--- config.mk ---
export PLATFORM = sky130hd
export DESIGN_NAME = servo_sweep_with_code_unlock
export DESIGN_NICKNAME = d
export VERILOG_FILES = /design/src/rtl/ssu_pkg.sv /design/src/rtl/ssu_regs.sv /design/src/rtl/ssu_front.sv /design/src/rtl/ssu_queue.sv /design/src/rtl/ssu_exec.sv /design/src/rtl/servo_sweep_with_code_unlock.sv
export VERILOG_INCLUDE_DIRS = /design/src /design/src/rtl
export SDC_FILE = /design/constraint.sdc
export NUM_CORES = 1
export LEC_CHECK = 0
export BUFFER_PORTS_ARGS = -buffer_cell sky130_fd_sc_hd__buf_2
export CAP_MARGIN = 20
export CELL_PAD_IN_SITES_DETAIL_PLACEMENT = 0
export CELL_PAD_IN_SITES_GLOBAL_PLACEMENT = 1
export CORE_MARGIN = 2
export CORE_UTILIZATION = 42
export DETAILED_ROUTE_END_ITERATION = 16
export GPL_TIMING_DRIVEN = 0
export PLACE_DENSITY = 0.76
export SYNTH_ARGS = -nofsm -noshare
export SYNTH_HDL_FRONTEND = slang
export SYNTH_SLANG_ARGS = --single-unit
--- constraint.sdc ---
create_clock -name clk -period 10.9 [get_ports clk]
set_input_delay 1.635 -clock clk [delete_from_list [all_inputs] [get_ports clk]]
set_output_delay 1.635 -clock clk [all_outputs]
set_load 0.02 [all_outputs]
--- src/rtl/servo_sweep_with_code_unlock_assert.svh ---
// ----------------------------------------------------------------------------
// Assertion macros for the servo sweep sequencer
// Shared property shapes, clocked on clk and disabled in reset.
// ----------------------------------------------------------------------------
`ifndef SERVO_SWEEP_WITH_CODE_UNLOCK_ASSERT_SVH
`define SERVO_SWEEP_WITH_CODE_UNLOCK_ASSERT_SVH

// same-cycle implication
`define SSU_ASSERT_NOW(label, pre, post) \
  label: assert property (@(posedge clk) disable iff (rst) (pre) |-> (post)) \
    else $error("ssu same-cycle check failed");

// next-cycle implication
`define SSU_ASSERT_NEXT(label, pre, post) \
  label: assert property (@(posedge clk) disable iff (rst) (pre) |=> (post)) \
    else $error("ssu next-cycle check failed");

`endif

--- src/rtl/ssu_pkg.sv ---
// ----------------------------------------------------------------------------
// ssu_pkg
// Types, codes and constants shared by the servo sweep sequencer.
// ----------------------------------------------------------------------------
package ssu_pkg;

  localparam int unsigned CODE_DIGITS = 4;
  localparam int unsigned CNT_W       = 3;

  localparam logic [1:0] CMD_TIMER  = 2'd0;
  localparam logic [1:0] CMD_KEY    = 2'd1;
  localparam logic [1:0] CMD_SERIAL = 2'd2;

  localparam logic [4:0] KEY_CLEAR = 5'd16;
  localparam logic [4:0] KEY_ENTER = 5'd13;
  localparam logic [4:0] KEY_FIRST = 5'd1;
  localparam logic [4:0] KEY_LAST  = 5'd15;

  localparam logic [7:0] SER_UP   = 8'h81;
  localparam logic [7:0] SER_DOWN = 8'h82;

  localparam logic [16:0] FREE_RUN = 17'd65536;

  typedef enum logic [2:0] {
    REG_UNLOCK_CODE = 3'd0,
    REG_RAMP_STEP   = 3'd1,
    REG_WIDTH_MIN   = 3'd2,
    REG_WIDTH_MAX   = 3'd3,
    REG_HALF_FRAME  = 3'd4,
    REG_REST        = 3'd5
  } reg_idx_t;

  typedef enum logic [1:0] {
    K_TIMER  = 2'd0,
    K_KEY    = 2'd1,
    K_SERIAL = 2'd2,
    K_NONE   = 2'd3
  } kind_t;

  typedef enum logic [1:0] {
    DIR_STOP = 2'd0,
    DIR_UP   = 2'd1,
    DIR_DOWN = 2'd2
  } dir_t;

  typedef enum logic [1:0] {
    PH_START = 2'd0,
    PH_HIGH  = 2'd1,
    PH_LOW   = 2'd2,
    PH_REST  = 2'd3
  } phase_t;

  typedef struct packed {
    logic [15:0] unlock_code;
    logic [7:0]  ramp_step;
    logic [12:0] width_min;
    logic [12:0] width_max;
    logic [15:0] half_frame;
    logic [15:0] rest_interval;
  } cfg_t;

  // classified item as it travels through the queue
  typedef struct packed {
    kind_t      kind;
    logic       key_clear;
    logic       key_digit;
    logic       key_enter;
    logic [3:0] digit;
    logic       ser_up;
    logic       ser_down;
    logic [7:0] echo;
  } item_t;

endpackage

--- src/rtl/ssu_regs.sv ---
// ----------------------------------------------------------------------------
// ssu_regs
// APB-style configuration registers with reset defaults.
// ----------------------------------------------------------------------------
module ssu_regs
  import ssu_pkg::*;
(
  input  logic        clk,
  input  logic        rst,
  input  logic        psel,
  input  logic        penable,
  input  logic        pwrite,
  input  logic [4:0]  paddr,
  input  logic [31:0] pwdata,
  output logic [31:0] prdata,
  output logic        pready,
  output cfg_t        cfg
);

  logic     wr_en;
  reg_idx_t idx;

  assign pready = 1'b1;
  assign wr_en  = psel & penable & pwrite;
  assign idx    = reg_idx_t'(paddr[4:2]);

  always_ff @(posedge clk) begin
    if (rst) begin
      cfg.unlock_code   <= 16'h1234;
      cfg.ramp_step     <= 8'd10;
      cfg.width_min     <= 13'd500;
      cfg.width_max     <= 13'd2500;
      cfg.half_frame    <= 16'd5000;
      cfg.rest_interval <= 16'd10000;
    end else if (wr_en) begin
      case (idx)
        REG_UNLOCK_CODE: cfg.unlock_code   <= pwdata[15:0];
        REG_RAMP_STEP:   cfg.ramp_step     <= pwdata[7:0];
        REG_WIDTH_MIN:   cfg.width_min     <= pwdata[12:0];
        REG_WIDTH_MAX:   cfg.width_max     <= pwdata[12:0];
        REG_HALF_FRAME:  cfg.half_frame    <= pwdata[15:0];
        REG_REST:        cfg.rest_interval <= pwdata[15:0];
        default: ;
      endcase
    end
  end

  always_comb begin
    case (idx)
      REG_UNLOCK_CODE: prdata = {16'd0, cfg.unlock_code};
      REG_RAMP_STEP:   prdata = {24'd0, cfg.ramp_step};
      REG_WIDTH_MIN:   prdata = {19'd0, cfg.width_min};
      REG_WIDTH_MAX:   prdata = {19'd0, cfg.width_max};
      REG_HALF_FRAME:  prdata = {16'd0, cfg.half_frame};
      REG_REST:        prdata = {16'd0, cfg.rest_interval};
      default:         prdata = 32'd0;
    endcase
  end

endmodule

--- src/rtl/ssu_front.sv ---
// ----------------------------------------------------------------------------
// ssu_front
// Takes input transfers and classifies them for the execution side.
// ----------------------------------------------------------------------------
module ssu_front
  import ssu_pkg::*;
(
  input  logic       in_valid,
  output logic       in_stall,
  input  logic [1:0] command,
  input  logic [4:0] key_code,
  input  logic [7:0] serial_byte,
  input  logic       q_full,
  output logic       push,
  output item_t      item
);

  assign in_stall = q_full;
  assign push     = in_valid & ~q_full;

  always_comb begin
    case (command)
      CMD_TIMER:  item.kind = K_TIMER;
      CMD_KEY:    item.kind = K_KEY;
      CMD_SERIAL: item.kind = K_SERIAL;
      default:    item.kind = K_NONE;
    endcase
    item.key_clear = (key_code == KEY_CLEAR);
    item.key_digit = (key_code >= KEY_FIRST) && (key_code <= KEY_LAST);
    item.key_enter = (key_code == KEY_ENTER);
    item.digit     = key_code[3:0];
    item.ser_up    = (serial_byte == SER_UP);
    item.ser_down  = (serial_byte == SER_DOWN);
    item.echo      = serial_byte + 8'd1;
  end

endmodule

--- src/rtl/ssu_queue.sv ---
// ----------------------------------------------------------------------------
// ssu_queue
// Two-entry queue of classified items between front and execution.
// ----------------------------------------------------------------------------
module ssu_queue
  import ssu_pkg::*;
(
  input  logic  clk,
  input  logic  rst,
  input  logic  push,
  input  item_t push_item,
  input  logic  pop,
  output logic  full,
  output logic  q_valid,
  output item_t q_item
);

  item_t      slots [2];
  logic       wr_ptr;
  logic       rd_ptr;
  logic [1:0] count;

  assign full    = (count == 2'd2);
  assign q_valid = (count != 2'd0);
  assign q_item  = slots[rd_ptr];

  always_ff @(posedge clk) begin
    if (push) begin
      slots[wr_ptr] <= push_item;
    end
  end

  always_ff @(posedge clk) begin
    if (rst) begin
      wr_ptr <= 1'b0;
      rd_ptr <= 1'b0;
      count  <= 2'd0;
    end else begin
      if (push) wr_ptr <= ~wr_ptr;
      if (pop)  rd_ptr <= ~rd_ptr;
      count <= count + {1'b0, push} - {1'b0, pop};
    end
  end

endmodule

--- src/rtl/ssu_exec.sv ---
// ----------------------------------------------------------------------------
// ssu_exec
// Applies one queued item per cycle while not stalled to the sweep, phase
// and code-entry state and holds the result in the output register.
// ----------------------------------------------------------------------------
module ssu_exec
  import ssu_pkg::*;
(
  input  logic        clk,
  input  logic        rst,
  input  cfg_t        cfg,
  input  logic        q_valid,
  input  item_t       q_item,
  output logic        pop,
  output logic        out_valid,
  input  logic        out_stall,
  output logic        pin_level,
  output logic [16:0] interval_us,
  output logic        interval_valid,
  output logic [15:0] entered_code,
  output logic        echo_valid,
  output logic [7:0]  echo_byte,
  output logic [12:0] width_now
);

  logic [12:0]      pulse_width;
  dir_t             sweep_dir;
  phase_t           phase;
  logic             pin_state;
  logic [15:0]      code_acc;
  logic [CNT_W-1:0] digit_count;

  logic [12:0]      pulse_width_next;
  dir_t             sweep_dir_next;
  phase_t           phase_next;
  logic             pin_state_next;
  logic [15:0]      code_acc_next;
  logic [CNT_W-1:0] digit_count_next;
  logic [16:0]      iv;

  logic             is_timer;
  logic [13:0]      w_up;
  logic [13:0]      w_dn;
  logic [13:0]      w_step;
  logic [13:0]      w_hi;
  logic             hit_max;
  logic             hit_min;
  logic [15:0]      low_iv;
  logic             digit_ok;
  logic [15:0]      acc1;
  logic [CNT_W-1:0] cnt1;
  logic             enter_hit;

  assign pop      = q_valid & (~out_valid | ~out_stall);
  assign is_timer = (q_item.kind == K_TIMER);

  // ramp and clamp: upper limit tested first, then the lower one
  always_comb begin
    w_up = {1'b0, pulse_width} + {6'd0, cfg.ramp_step};
    w_dn = (pulse_width >= {5'd0, cfg.ramp_step}) ?
           {1'b0, pulse_width - {5'd0, cfg.ramp_step}} : 14'd0;
    case (sweep_dir)
      DIR_UP:   w_step = w_up;
      DIR_DOWN: w_step = w_dn;
      default:  w_step = {1'b0, pulse_width};
    endcase
    hit_max = (w_step >= {1'b0, cfg.width_max});
    w_hi    = hit_max ? {1'b0, cfg.width_max} : w_step;
    hit_min = (w_hi <= {1'b0, cfg.width_min});
  end

  // code entry
  always_comb begin
    digit_ok  = q_item.key_digit && (digit_count < CNT_W'(CODE_DIGITS));
    acc1      = code_acc;
    cnt1      = digit_count;
    if (q_item.key_clear) begin
      acc1 = 16'd0;
      cnt1 = '0;
    end else if (digit_ok) begin
      acc1 = {code_acc[11:0], q_item.digit};
      cnt1 = digit_count + CNT_W'(1);
    end
    enter_hit = (cnt1 == CNT_W'(CODE_DIGITS)) && q_item.key_enter;
  end

  // next state
  always_comb begin
    pulse_width_next = pulse_width;
    sweep_dir_next   = sweep_dir;
    phase_next       = phase;
    code_acc_next    = code_acc;
    digit_count_next = digit_count;
    case (q_item.kind)
      K_TIMER: begin
        pulse_width_next = hit_min ? cfg.width_min : w_hi[12:0];
        if (hit_max || hit_min) sweep_dir_next = DIR_STOP;
        case (phase)
          PH_HIGH: phase_next = PH_LOW;
          PH_LOW:  phase_next = PH_REST;
          default: phase_next = PH_HIGH;
        endcase
      end
      K_KEY: begin
        code_acc_next    = acc1;
        digit_count_next = cnt1;
        if (q_item.key_clear) sweep_dir_next = DIR_UP;
        if (enter_hit) begin
          if (acc1 == cfg.unlock_code) sweep_dir_next = DIR_DOWN;
          code_acc_next    = 16'd0;
          digit_count_next = '0;
        end
      end
      K_SERIAL: begin
        if (q_item.ser_up)        sweep_dir_next = DIR_UP;
        else if (q_item.ser_down) sweep_dir_next = DIR_DOWN;
      end
      default: ;
    endcase
  end

  // pin and interval per phase
  always_comb begin
    low_iv = (cfg.half_frame > {3'd0, pulse_width_next}) ?
             cfg.half_frame - {3'd0, pulse_width_next} : 16'd0;
    pin_state_next = pin_state;
    iv             = 17'd0;
    if (is_timer) begin
      case (phase)
        PH_HIGH: begin
          pin_state_next = 1'b1;
          iv             = {4'd0, pulse_width_next};
        end
        PH_LOW: begin
          pin_state_next = 1'b0;
          iv             = {1'b0, low_iv};
        end
        PH_REST: iv = {1'b0, cfg.rest_interval};
        default: iv = FREE_RUN;
      endcase
    end
  end

  always_ff @(posedge clk) begin
    if (rst) begin
      pulse_width <= 13'd2000;
      sweep_dir   <= DIR_STOP;
      phase       <= PH_START;
      pin_state   <= 1'b1;
      code_acc    <= 16'd0;
      digit_count <= '0;
    end else if (pop) begin
      pulse_width <= pulse_width_next;
      sweep_dir   <= sweep_dir_next;
      phase       <= phase_next;
      pin_state   <= pin_state_next;
      code_acc    <= code_acc_next;
      digit_count <= digit_count_next;
    end
  end

  always_ff @(posedge clk) begin
    if (rst) begin
      out_valid <= 1'b0;
    end else if (pop) begin
      out_valid <= 1'b1;
    end else if (~out_stall) begin
      out_valid <= 1'b0;
    end
  end

  always_ff @(posedge clk) begin
    if (pop) begin
      pin_level      <= pin_state_next;
      interval_us    <= iv;
      interval_valid <= is_timer;
      entered_code   <= code_acc_next;
      echo_valid     <= (q_item.kind == K_SERIAL);
      echo_byte      <= (q_item.kind == K_SERIAL) ? q_item.echo : 8'd0;
      width_now      <= pulse_width_next;
    end
  end

`include "servo_sweep_with_code_unlock_assert.svh"

  `SSU_ASSERT_NOW(a_digit_bound, 1'b1, digit_count <= CNT_W'(CODE_DIGITS))
  `SSU_ASSERT_NEXT(a_phase_left_start, pop && is_timer, phase != PH_START)
  `SSU_ASSERT_NEXT(a_result_follows_pop, pop, out_valid)
  `SSU_ASSERT_NOW(a_pop_needs_room, pop, !out_valid || !out_stall)

endmodule

--- src/rtl/servo_sweep_with_code_unlock.sv ---
// ----------------------------------------------------------------------------
// servo_sweep_with_code_unlock
// Servo pulse sequencer: timer events ramp and clamp the pulse width and
// step the high / low / rest phases; key presses build a hex unlock code
// and steer the sweep; serial bytes steer it too and are echoed plus one.
// ----------------------------------------------------------------------------
//
//  channel   dir  handshake             payload
//  -------   ---  --------------------  -----------------------------------
//  input     in   in_valid / in_stall   command, key_code, serial_byte
//  result    out  out_valid / out_stall pin_level, interval_us,
//                                       interval_valid, entered_code,
//                                       echo_valid, echo_byte, width_now
//  config    in   APB (psel/penable)    paddr, pwdata, prdata, pready
//
//  - One item per clock sustained while out_stall is low; a result passes
//    through two registers after its input transfer (the queue slot, then
//    the execution output register) before it can transfer.
//  - The execution stage does the whole ramp, clamp, phase and code-entry
//    update combinationally, so back-to-back items chain through its state.
//  - A two-entry queue separates front and execution; in_stall rises only
//    when it is full, out_stall holds the output register and backs up the
//    queue.
//  - rst is synchronous, active high; it restores register defaults and
//    the state: width 2000, sweep stopped, start phase, pin high.
//
module servo_sweep_with_code_unlock
  import ssu_pkg::*;
(
  input  logic        clk,
  input  logic        rst,
  // input channel
  input  logic        in_valid,
  output logic        in_stall,
  input  logic [1:0]  command,
  input  logic [4:0]  key_code,
  input  logic [7:0]  serial_byte,
  // result channel
  output logic        out_valid,
  input  logic        out_stall,
  output logic        pin_level,
  output logic [16:0] interval_us,
  output logic        interval_valid,
  output logic [15:0] entered_code,
  output logic        echo_valid,
  output logic [7:0]  echo_byte,
  output logic [12:0] width_now,
  // configuration port
  input  logic        psel,
  input  logic        penable,
  input  logic        pwrite,
  input  logic [4:0]  paddr,
  input  logic [31:0] pwdata,
  output logic [31:0] prdata,
  output logic        pready
);

  cfg_t  cfg;
  item_t front_item;
  item_t q_item;
  logic  push;
  logic  pop;
  logic  q_full;
  logic  q_valid;

  // the user must write registers only while the block is idle; the block does not enforce this
  ssu_regs u_regs (
    .clk     (clk),
    .rst     (rst),
    .psel    (psel),
    .penable (penable),
    .pwrite  (pwrite),
    .paddr   (paddr),
    .pwdata  (pwdata),
    .prdata  (prdata),
    .pready  (pready),
    .cfg     (cfg)
  );

  // decode the command and key/byte into flags
  ssu_front u_front (
    .in_valid    (in_valid),
    .in_stall    (in_stall),
    .command     (command),
    .key_code    (key_code),
    .serial_byte (serial_byte),
    .q_full      (q_full),
    .push        (push),
    .item        (front_item)
  );

  ssu_queue u_queue (
    .clk       (clk),
    .rst       (rst),
    .push      (push),
    .push_item (front_item),
    .pop       (pop),
    .full      (q_full),
    .q_valid   (q_valid),
    .q_item    (q_item)
  );

  // state update and output register
  ssu_exec u_exec (
    .clk            (clk),
    .rst            (rst),
    .cfg            (cfg),
    .q_valid        (q_valid),
    .q_item         (q_item),
    .pop            (pop),
    .out_valid      (out_valid),
    .out_stall      (out_stall),
    .pin_level      (pin_level),
    .interval_us    (interval_us),
    .interval_valid (interval_valid),
    .entered_code   (entered_code),
    .echo_valid     (echo_valid),
    .echo_byte      (echo_byte),
    .width_now      (width_now)
  );

endmodule
==> impl_metrics.csv, run 1 <==
group,metric,value,unit
status,status,"complete, no violations",
cells_and_area,drive_gt1_share,14.39,%
placement,io_buffers,112,
logic_synthesis,async_flop_share,0,%
logic_synthesis,ys_seq_area_share,41.09,%
logic_synthesis,ys_ff_latch,220,
placement,dpl.cell_count,1981,
drt,dr.first_iter.drc_count,901,
die,die_area,32450,sq um
global_routing,grt_pass1_vias,10860,
clocking,root_buffer,"clkbuf_16",
die,pin_count,151,
power_and_ir_drop,p_total,3.417,mW
drt,vias_per_cell,5.642,
timing,timing.final.crit_share,93.93,%
timing,relSlewSlack,33.83,%
timing,min_period,10.24,ns
logic_synthesis,synth_top_flop_cell,"dfxtp_1",
placement,gp_congestion,0.9443,
cells_and_area,final_area,15020,sq um
timing,fmaxAchievable,97.67,MHz
clocking,clk_latency,0.54,ns
placement,dp.final_hpwl,32130,um
cells_and_area,areaGrowthSynthToFinish,15.28,%
logic_synthesis,avgSynthCellArea,8.956,sq um
logic_synthesis,synth-edff-count,95,
timing,drv_slew,0,
timing,setup_ws,0.6614,ns
drt,drc,0,
critical_path,crit_required,11.23,ns
global_routing,grt_pass1_wl,64520,um
drt,first_pass_iters,5,
global_routing,grt.total_usage,25.50,%
clocking,clock_sinks,220,
die,die_x,180.1,um
critical_path,path_max_fanout,13,
clocking,cts.clk_slew.worst_paths,0.06,ns
drt,ant_nets,0,
timing,setup_violations,0,
logic_synthesis,yosysTopAreaCell,"edfxtp_1",
critical_path,critical_path.slowest_cell,"or4_1",
critical_path,critPathKind,"register to register",
power_and_ir_drop,pwr_density_cell,227.5,nW/um^2
timing,rsz0062_at_grt,"false",
critical_path,endpoint_kind,"register",
critical_path,path_delay_family,"compound AO/OA/AOI/OAI gates",
critical_path,critical_path.startpoint_type,"register",
die,initial_core_util,42.60,%
logic_synthesis,yosys-top-cells-area,"edfxtp_1 (22%), dfxtp_1 (19%), ha_1 (6.8%), nand2_1 (6.2%), mux2i_1 (4.9%)",
placement,place_area,14190,sq um
critical_path,cpPeakStageDelay,0.63,ns
logic_synthesis,synthesis.area,13030,sq um
drt,wl_per_cell,20.83,um
cells_and_area,layout.nets,1747,
clocking,cts_hold_buf,0,
logic_synthesis,ys_types,94,
die,die-height,180.1,um
flow_run,drv_cap,0,
timing,setup_tns,0,ns
logic_synthesis,synth_cells,1455,
logic_synthesis,synth_top_area_share,21.89,%
clocking,cts_tree,"yes",
global_routing,grt-ovfl-total,0,
die,num_rows,64,
global_routing,grt_max_degree,36,
clocking,htree_levels,1,
timing,finalHoldWorstSlack,0.4611,ns
critical_path,worstPathArrival,10.57,ns
drt,routed_wl,42270,um
critical_path,r2r_slack,0.66,ns
power_and_ir_drop,power.ir.vdd_worst,131.2,uV
clocking,clk_path_buf_depth,3,
logic_synthesis,synth_warnings,0,
timing,finalHoldViolCount,0,
critical_path,cp_num_buf_inv,8,
cells_and_area,fin_util,49.11,%
min_path,hp-class,"register to register",
die,core_area,30590,sq um
timing,tightest_slew,0.9926,ns
timing,clock_skew,0.01806,ns
placement,pre_cts_slack,-0.09545,ns
clocking,numCtsBuffers,25,
clocking,cts_post_setup_buffers_inserted,0,
drt,vias,11450,
cells_and_area,layoutNonFillerInstCount,2029,
cells_and_area,diodes,0,
power_and_ir_drop,cellLeakagePower,5.972,nW
global_routing,antenna_found_initial,0,
cell usage after synthesis (3+ instances only):
| library cell | number |
|---|---|
| nand2_1 | 216 |
| dfxtp_1 | 125 |
| nor2_1 | 122 |
| a21oi_1 | 107 |
| edfxtp_1 | 95 |
| inv_1 | 87 |
| ha_1 | 71 |
| clkbuf_1 | 68 |
| mux2i_1 | 64 |
| o21ai_0 | 38 |
| nand3_1 | 36 |
| a22oi_1 | 28 |
| xnor2_1 | 26 |
| a211oi_1 | 23 |
| a21o_1 | 21 |
| buf_4 | 19 |
| mux2_2 | 19 |
| o211ai_1 | 18 |
| o221ai_1 | 17 |
| nand4_1 | 15 |
| xor2_1 | 15 |
| nor2b_1 | 14 |
| a31oi_1 | 13 |
| a22o_1 | 12 |
| or3_1 | 12 |
| and2_1 | 11 |
| nand2b_1 | 11 |
| o22ai_1 | 10 |
| buf_1 | 9 |
| nor3_1 | 9 |
| nor4_1 | 8 |
| a221o_1 | 7 |
| o21ai_1 | 6 |
| o31ai_1 | 6 |
| o21a_1 | 5 |
| o21bai_1 | 5 |
| or2_2 | 5 |
| a211o_1 | 4 |
| and3_1 | 3 |
| fa_1 | 3 |
| nand3b_1 | 3 |
| nor3b_1 | 3 |
| o221a_2 | 3 |
| o31ai_2 | 3 |
registers in the layout (all words and copies together), names as in the netlist, 2 cells and up, named ones only:
| name | cells |
|---|---|
| u_exec.sweep_dir | 2 |
| u_exec.width_now | 13 |
| u_regs.cfg | 82 |
| u_queue.slots | 38 |
| u_queue.count | 2 |
| u_exec.digit_count | 3 |
| u_exec.phase | 2 |
| u_exec.echo_byte | 8 |
| u_exec.pulse_width | 13 |
| u_exec.code_acc | 16 |
| u_exec.entered_code | 16 |
| u_exec.interval_us | 17 |
kinds of logic after synthesis:
logic type      count (synthesis)  share of synthesized area (%)
simple gates                  479                          16.28
compound gates                364                          19.54
flops                         220                          41.09
buf+inv                       190                          6.155
mux                            85                          6.836
fa+ha+maj                      74                          7.278
xor+xnor                       41                          2.756
other cells                     2                        0.05763
placed cells by master (no fill, tap or decap), drive strengths merged, types with 26 or more instances in the layout:
master / synthesis / final
edfxtp: 95 / 95
o21ai: 46 / 46
a21oi: 109 / 109
dfxtp: 125 / 125
nand2: 216 / 216
nor2: 123 / 123
clkbuf: 68 / 96
xnor2: 26 / 26
mux2i: 66 / 66
nand3: 37 / 37
a22oi: 28 / 28
inv: 88 / 89
ha: 71 / 71
buf: 32 / 149
where the power goes:
| group | switching, mW | total, mW | leakage [nW] | internal (mW) |
|---|---|---|---|---|
| sequential | 0.0623 | 1.10 | 1.93 | 1.04 |
| clock | 0.347 | 0.838 | 0.391 | 0.491 |
| combinational | 0.991 | 1.48 | 3.65 | 0.490 |
path summary, 6_finish.rpt:
| path | start | end | cells past startpoint |
|---|---|---|---|
| max | u_regs.cfg[58] | u_exec.interval_us[0] | 39 |
| min reg2reg | u_regs.cfg[16] | u_regs.cfg[16] | 2 |
| min | u_regs.cfg[16] | u_regs.cfg[16] | 2 |
| max reg2reg | u_regs.cfg[58] | u_exec.interval_us[0] | 39 |
worst min-delay path, delay by kind of cell, from the launching register on:
family	cells	cell delay, ns
compound gates	1	0.05
flops	1	0.31
simple gates	1	0.05
layer usage:
metal / vias to the layer above / wire length (um) / GRT usage, %
met2: 404 / 19900 / 42.91
met3: 75 / 2295 / 2.668
li1: 5517 / - / -
met5: - / 0 / 0
met4: 0 / 1648 / 8.806
met1: 5451 / 18430 / 34.23
cell type report:
| type | instances | area [sq um] |
|---|---|---|
| flip-flops and latches | 220 | 5355 |
| clock buffers | 28 | 636.9 |
| repair buffers | 118 | 624.3 |
| multi-input cells | 1060 | 6938 |
| plain buffers | 99 | 464.2 |
| inverters | 90 | 339.1 |
| fillers | 3026 | 15570 |
| well taps | 396 | 495.5 |
| clock inverters | 18 | 168.9 |
timing repair:
action / in CTS / in global routing
hold endpoints to repair: 0 / 0
gates cloned: 0 / 0
endpoints found under the setup margin: 5 / 16
resized for setup: 1 / 7
Note: power is estimated with default switching activity, not from simulation.
==> run 2, diff against run 1 <==
Settings changed: ABC_AREA set to 1, PLACE_DENSITY 0.76 to 0.78.
==> impl_metrics.csv, run 2 <==
group,metric,value,unit
timing,finalHoldWorstSlack,0.4623,ns
clocking,cts_hold_buf,0,
cells_and_area,largest_reg_flops,82,
min_path,hp-class,"register to register",
logic_synthesis,yosys-top-cells-area,"edfxtp_1 (23%), dfxtp_1 (20%), nand2_1 (9.6%), ha_1 (7.0%), inv_1 (6.1%)",
drt,vias,11750,
cells_and_area,fin_util,49.36,%
die,core_area,29640,sq um
global_routing,grt-ovfl-total,0,
placement,gp_congestion,0.9514,
cells_and_area,reg_top3,"u_regs.cfg x82, u_queue.slots x38, u_exec.interval_us x17",
timing,setup_violations,0,
drt,drc,0,
critical_path,ff2ff_path_depth,39,
drt,wl_per_cell,18.78,um
cells_and_area,final_area,14630,sq um
critical_path,crit_path_frequent_cell,"nand2_1",
cells_and_area,layoutNonFillerInstCount,2202,
power_and_ir_drop,p_total,4.211,mW
clocking,clock_sinks,220,
critical_path,worstPathArrival,8.84,ns
cells_and_area,areaGrowthSynthToFinish,15.68,%
power_and_ir_drop,p_int,2.260,mW
die,num_rows,63,
cells_and_area,top_register,"u_regs.cfg",
timing,tightest_slew,1.178,ns
clocking,numCtsBuffers,25,
global_routing,grt.total_usage,26.11,%
drt,first_pass_iters,6,
placement,pre_cts_slack,2.607,ns
logic_synthesis,synth_cells,1635,
timing,min_period,8.596,ns
cells_and_area,drive_gt1_share,12.09,%
timing,finalHoldViolCount,0,
global_routing,grt_max_degree,62,
timing,setup_tns,0,ns
power_and_ir_drop,power.switching,1.951,mW
clocking,clk_path_buf_depth,3,
power_and_ir_drop,p_clk_share,19.8,%
die,initial_core_util,42.67,%
clocking,cts_post_setup_buffers_inserted,0,
timing,setup_ws,2.304,ns
power_and_ir_drop,pwr-share-seq,27.3,%
power_and_ir_drop,power.ir.vdd_worst,185.8,uV
logic_synthesis,async_flop_share,0,%
placement,dp.final_hpwl,32120,um
critical_path,critical_path.slowest_cell,"a22oi_1",
timing,rsz0062_at_grt,"false",
die,die_area,31520,sq um
placement,dpl.cell_count,2156,
logic_synthesis,synth_common_cells,"nand2_1 (325), inv_1 (204), a21oi_1 (150)",
power_and_ir_drop,p_sw_share,46.34,%
critical_path,crit_required,11.15,ns
timing,relSlewSlack,20.62,%
logic_synthesis,yosysTopAreaCell,"edfxtp_1",
cells_and_area,mostFrequentLayoutCells,"nand2_1 (325), inv_1 (204), a21oi_1 (150)",
drt,vias_per_cell,5.337,
clocking,ctsResizeCount,0,
critical_path,critical_path.startpoint_type,"register",
critical_path,cpPeakStageDelay,0.86,ns
placement,place_area,13820,sq um
logic_synthesis,synth-edff-count,95,
power_and_ir_drop,share_comb_of_total_power,52.9,%
global_routing,antenna_found_initial,0,
logic_synthesis,synth_top_area_share,22.56,%
status,status,"complete, no violations",
die,die_x,177.5,um
drt,ant_nets,0,
logic_synthesis,ys_ff_latch,220,
logic_synthesis,ys_seq_area_share,42.34,%
die,die-height,177.5,um
logic_synthesis,synth_warnings,0,
logic_synthesis,synthesis.area,12650,sq um
cells_and_area,diodes,0,
power_and_ir_drop,cellLeakagePower,6.352,nW
critical_path,path_max_fanout,10,
global_routing,grt_pass1_wl,63020,um
placement,io_buffers,112,
power_and_ir_drop,pwr_density_cell,287.9,nW/um^2
critical_path,critPathKind,"register to register",
logic_synthesis,synth_top_flop_cell,"dfxtp_1",
logic_synthesis,ys_types,51,
global_routing,grt_pass1_vias,10910,
timing,drv_slew,0,
clocking,root_buffer,"clkbuf_16",
cells_and_area,layout_commonest_cell,"nand2_1",
drt,dr.first_iter.drc_count,1032,
flow_run,drv_cap,0,
clocking,clk_latency,0.54,ns
die,pin_count,151,
clocking,cts.clk_slew.worst_paths,0.06,ns
logic_synthesis,avgSynthCellArea,7.735,sq um
cells_and_area,layout.nets,1926,
min_path,hold_depth,1,
logic_synthesis,synth.most_common_cell,"nand2_1",
timing,clock_skew,0.02454,ns
clocking,htree_levels,1,
clocking,cts_tree,"yes",
timing,fmaxAchievable,116.3,MHz
timing,timing.final.crit_share,78.86,%
drt,routed_wl,41360,um
critical_path,endpoint_kind,"register",
## run 2: final timing paths
path | from | endpoint | slack (ns)
max reg2reg | u_regs.cfg[62] | u_exec.interval_us[13] | 2.30
max | u_regs.cfg[62] | u_exec.interval_us[13] | 2.30
min reg2reg | u_queue.rd_ptr | u_queue.rd_ptr | 0.46
min | u_queue.rd_ptr | u_queue.rd_ptr | 0.46
## run 2: power groups by stage
| stage | sequential (mW) | combinational (mW) | clock (mW) |
|---|---|---|---|
| 6_report | 1.15 | 2.23 | 0.834 |
| 5_1_grt | 1.17 | 2.47 | 0.880 |
| 4_1_cts | 1.15 | 2.21 | 0.846 |
| 3_5_place_dp | 1.16 | 2.19 | 0 |
| 3_3_place_gp | 1.18 | 2.17 | 0 |
| 2_1_floorplan | 1.29 | 1.40 | 0 |
## run 2: worst max-delay path, delay by kind of cell (launching register included)
family / cells / cell delay (ns)
AO/OA/AOI/OAI: 12 / 3.04
AND/OR/NAND/NOR: 17 / 1.87
flip-flops: 1 / 0.42
buffers and inverters: 6 / 1.45
adder cells (fa/ha/maj): 4 / 1.52
## run 2: kinds of logic (layout without fill, tap and decap cells)
family / after synthesis / in the layout / synth area share [%]
XOR/XNOR: 35 / 35 / 2.424
AND/OR/NAND/NOR: 597 / 597 / 19.70
adder cells (fa/ha/maj): 74 / 74 / 7.499
buffers and inverters: 301 / 463 / 9.774
flip-flops: 220 / 220 / 42.34
other: 2 / 17 / 0.05938
AO/OA/AOI/OAI: 406 / 406 / 18.20
## run 2: area by class of cell
class / instances / area [sq um]
Clock inverter: 13 / 131.4
Buffer: 84 / 411.6
Fill cell: 2993 / 15010
Clock buffer: 33 / 675.6
Sequential cell: 220 / 5355
Tap cell: 390 / 488.0
Inverter: 217 / 828.3
Multi-Input combinational cell: 1129 / 6117
Timing Repair Buffer: 116 / 623.1
## run 2: routing by layer
metal,GRT usage (%),vias up,part of all wire [%]
met5,0,-,0
met4,8.094,0,3.3
met3,3.492,74,6.6
met2,41.41,419,45
met1,36.87,5487,45
li1,-,5773,-
==> run 3, diff against run 2 <==
Clock period 10.9 ns to 8.3 ns, I/O delays scaled along.
==> impl_metrics.csv, run 3 (synthesis results as in run 2) <==
group,metric,value,unit
global_routing,grt.total_usage,26.11,%
timing,rsz0062_at_grt,"false",
drt,vias_per_cell,5.354,
global_routing,grt_pass1_vias,10910,
die,die-height,177.5,um
timing,fmaxAchievable,130.3,MHz
cells_and_area,layout.nets,1926,
placement,gp_congestion,0.9514,
clocking,clock_sinks,220,
critical_path,startpoint,"u_regs.cfg[60]",
critical_path,path_max_fanout,10,
timing,setup_violations,0,
die,initial_core_util,42.67,%
global_routing,grt_max_degree,62,
critical_path,endpoint_kind,"register",
clocking,numCtsBuffers,25,
clocking,clk_path_buf_depth,3,
critical_path,critical_path.slowest_cell,"ha_1",
placement,io_buffers,112,
drt,dr.first_iter.drc_count,1062,
critical_path,crit_required,8.67,ns
flow_run,drv_cap,0,
timing,timing.final.crit_share,92.46,%
clocking,cts.clk_slew.worst_paths,0.06,ns
timing,setup_ws,0.6259,ns
critical_path,r2r_slack,0.63,ns
timing,tightest_slew,0.9749,ns
clocking,clk_latency,0.55,ns
power_and_ir_drop,pwr_density_cell,379.7,nW/um^2
clocking,cts_tree,"yes",
placement,dp.final_hpwl,32120,um
critical_path,crit_path_frequent_cell,"nand2_1",
critical_path,cp_num_buf_inv,11,
critical_path,crit_end,"u_exec.interval_us[13]",
critical_path,critPathKind,"register to register",
critical_path,rr_startpoint,"u_regs.cfg[60]",
die,die_area,31520,sq um
timing,finalHoldViolCount,0,
power_and_ir_drop,cellLeakagePower,6.361,nW
global_routing,grt_pass1_wl,63020,um
cells_and_area,areaGrowthSynthToFinish,15.91,%
clocking,cts_hold_buf,0,
global_routing,antenna_found_initial,0,
critical_path,cp.depth,46,
timing,min_period,7.674,ns
cells_and_area,fin_util,49.46,%
clocking,htree_levels,1,
cells_and_area,mostFrequentLayoutCells,"nand2_1 (324), inv_1 (204), a21oi_1 (149)",
drt,routed_wl,41310,um
cells_and_area,diodes,0,
clocking,root_buffer,"clkbuf_16",
die,core_area,29640,sq um
die,die_x,177.5,um
cells_and_area,top_register,"u_regs.cfg",
min_path,hp-class,"register to register",
cells_and_area,reg_top3,"u_regs.cfg x82, u_queue.slots x38, u_exec.interval_us x17",
cells_and_area,layout_commonest_cell,"nand2_1",
timing,relSlewSlack,34.57,%
status,status,"complete, no violations",
global_routing,grt-ovfl-total,0,
drt,ant_nets,0,
critical_path,cpPeakStageDelay,0.43,ns
critical_path,critical_path.startpoint_type,"register",
power_and_ir_drop,power.ir.vdd_worst,240.9,uV
critical_path,rr_endpoint,"u_exec.interval_us[13]",
drt,first_pass_iters,5,
drt,drc,0,
placement,pre_cts_slack,0.006995,ns
timing,finalHoldWorstSlack,0.4616,ns
timing,drv_slew,0,
critical_path,ff2ff_path_depth,46,
timing,setup_tns,0,ns
die,pin_count,151,
cells_and_area,drive_gt1_share,12.42,%
drt,vias,11790,
critical_path,path_delay_family,"compound AO/OA/AOI/OAI gates",
timing,clock_skew,0.02604,ns
critical_path,worstPathArrival,8.04,ns
die,num_rows,63,
drt,wl_per_cell,18.76,um
cells_and_area,largest_reg_flops,82,
run 3: layout make-up:
cell class                      count  area [sq um]
Multi-Input combinational cell   1129          6141
Sequential cell                   220          5355
Tap cell                          390         488.0
Timing Repair Buffer              116         623.1
Buffer                             84         414.1
Clock inverter                     13         131.4
Inverter                          217         830.8
Clock buffer                       33         675.6
Fill cell                        2996         14980
run 3: worst min-delay path by stage:
stage                        startpoint                   to  cells past startpoint  slack, ns
global placement         u_queue.rd_ptr       u_queue.rd_ptr                      1       0.44
finish                   u_queue.rd_ptr       u_queue.rd_ptr                      1       0.46
floorplan                u_queue.rd_ptr             register                      1       0.43
detailed placement  u_exec.code_acc[13]  u_exec.code_acc[13]                      2       0.46
global route        u_exec.code_acc[15]  u_exec.code_acc[15]                      2       0.48
CTS                 u_exec.code_acc[13]  u_exec.code_acc[13]                      2       0.47
run 3: power by group:
part           internal [mW]  switching [mW]  leakage [nW]  total [mW]
logic                  0.933            2.03          4.04        2.96
clock network          0.638           0.457         0.392        1.10
registers               1.41          0.0947          1.93        1.51
total                   2.99            2.58          6.36        5.57
run 3: worst register-to-register path, delay by kind of cell, from the launching register on:
family / cells / cell delay (ns)
and+or+nand+nor: 18 / 2.00
adders and majority gates: 4 / 1.32
AOI/OAI and AO/OA: 13 / 2.35
DFF: 1 / 0.41
buffers and inverters: 11 / 1.47
run 3: what timing repair did:
action                     CTS  global route
cloned                       0             0
pin swaps                    0             1
setup endpoints to repair   10            16
resized for setup            1            12
buffers inserted             0             0
hold endpoints to repair     0             0
run 3: stage by stage:
step | std cells | instance area, sq um | power (mW)
floorplan | 1650 | 12700 | 3.534
global placement | 2152 | 13750 | 4.399
detailed placement | 2156 | 13820 | 4.411
CTS | 2202 | 14640 | 5.526
global route | 2202 | 14660 | 5.978
finish | 2202 | 14660 | 5.565
run 3: metal layers:
layer | GRT usage (%) | share of wire [%] | vias to the layer above
li1 | - | - | 5777
met1 | 36.87 | 44 | 5512
met2 | 41.41 | 45 | 428
met3 | 3.492 | 7.3 | 73
met4 | 8.094 | 3.3 | 0
met5 | 0 | 0 | -
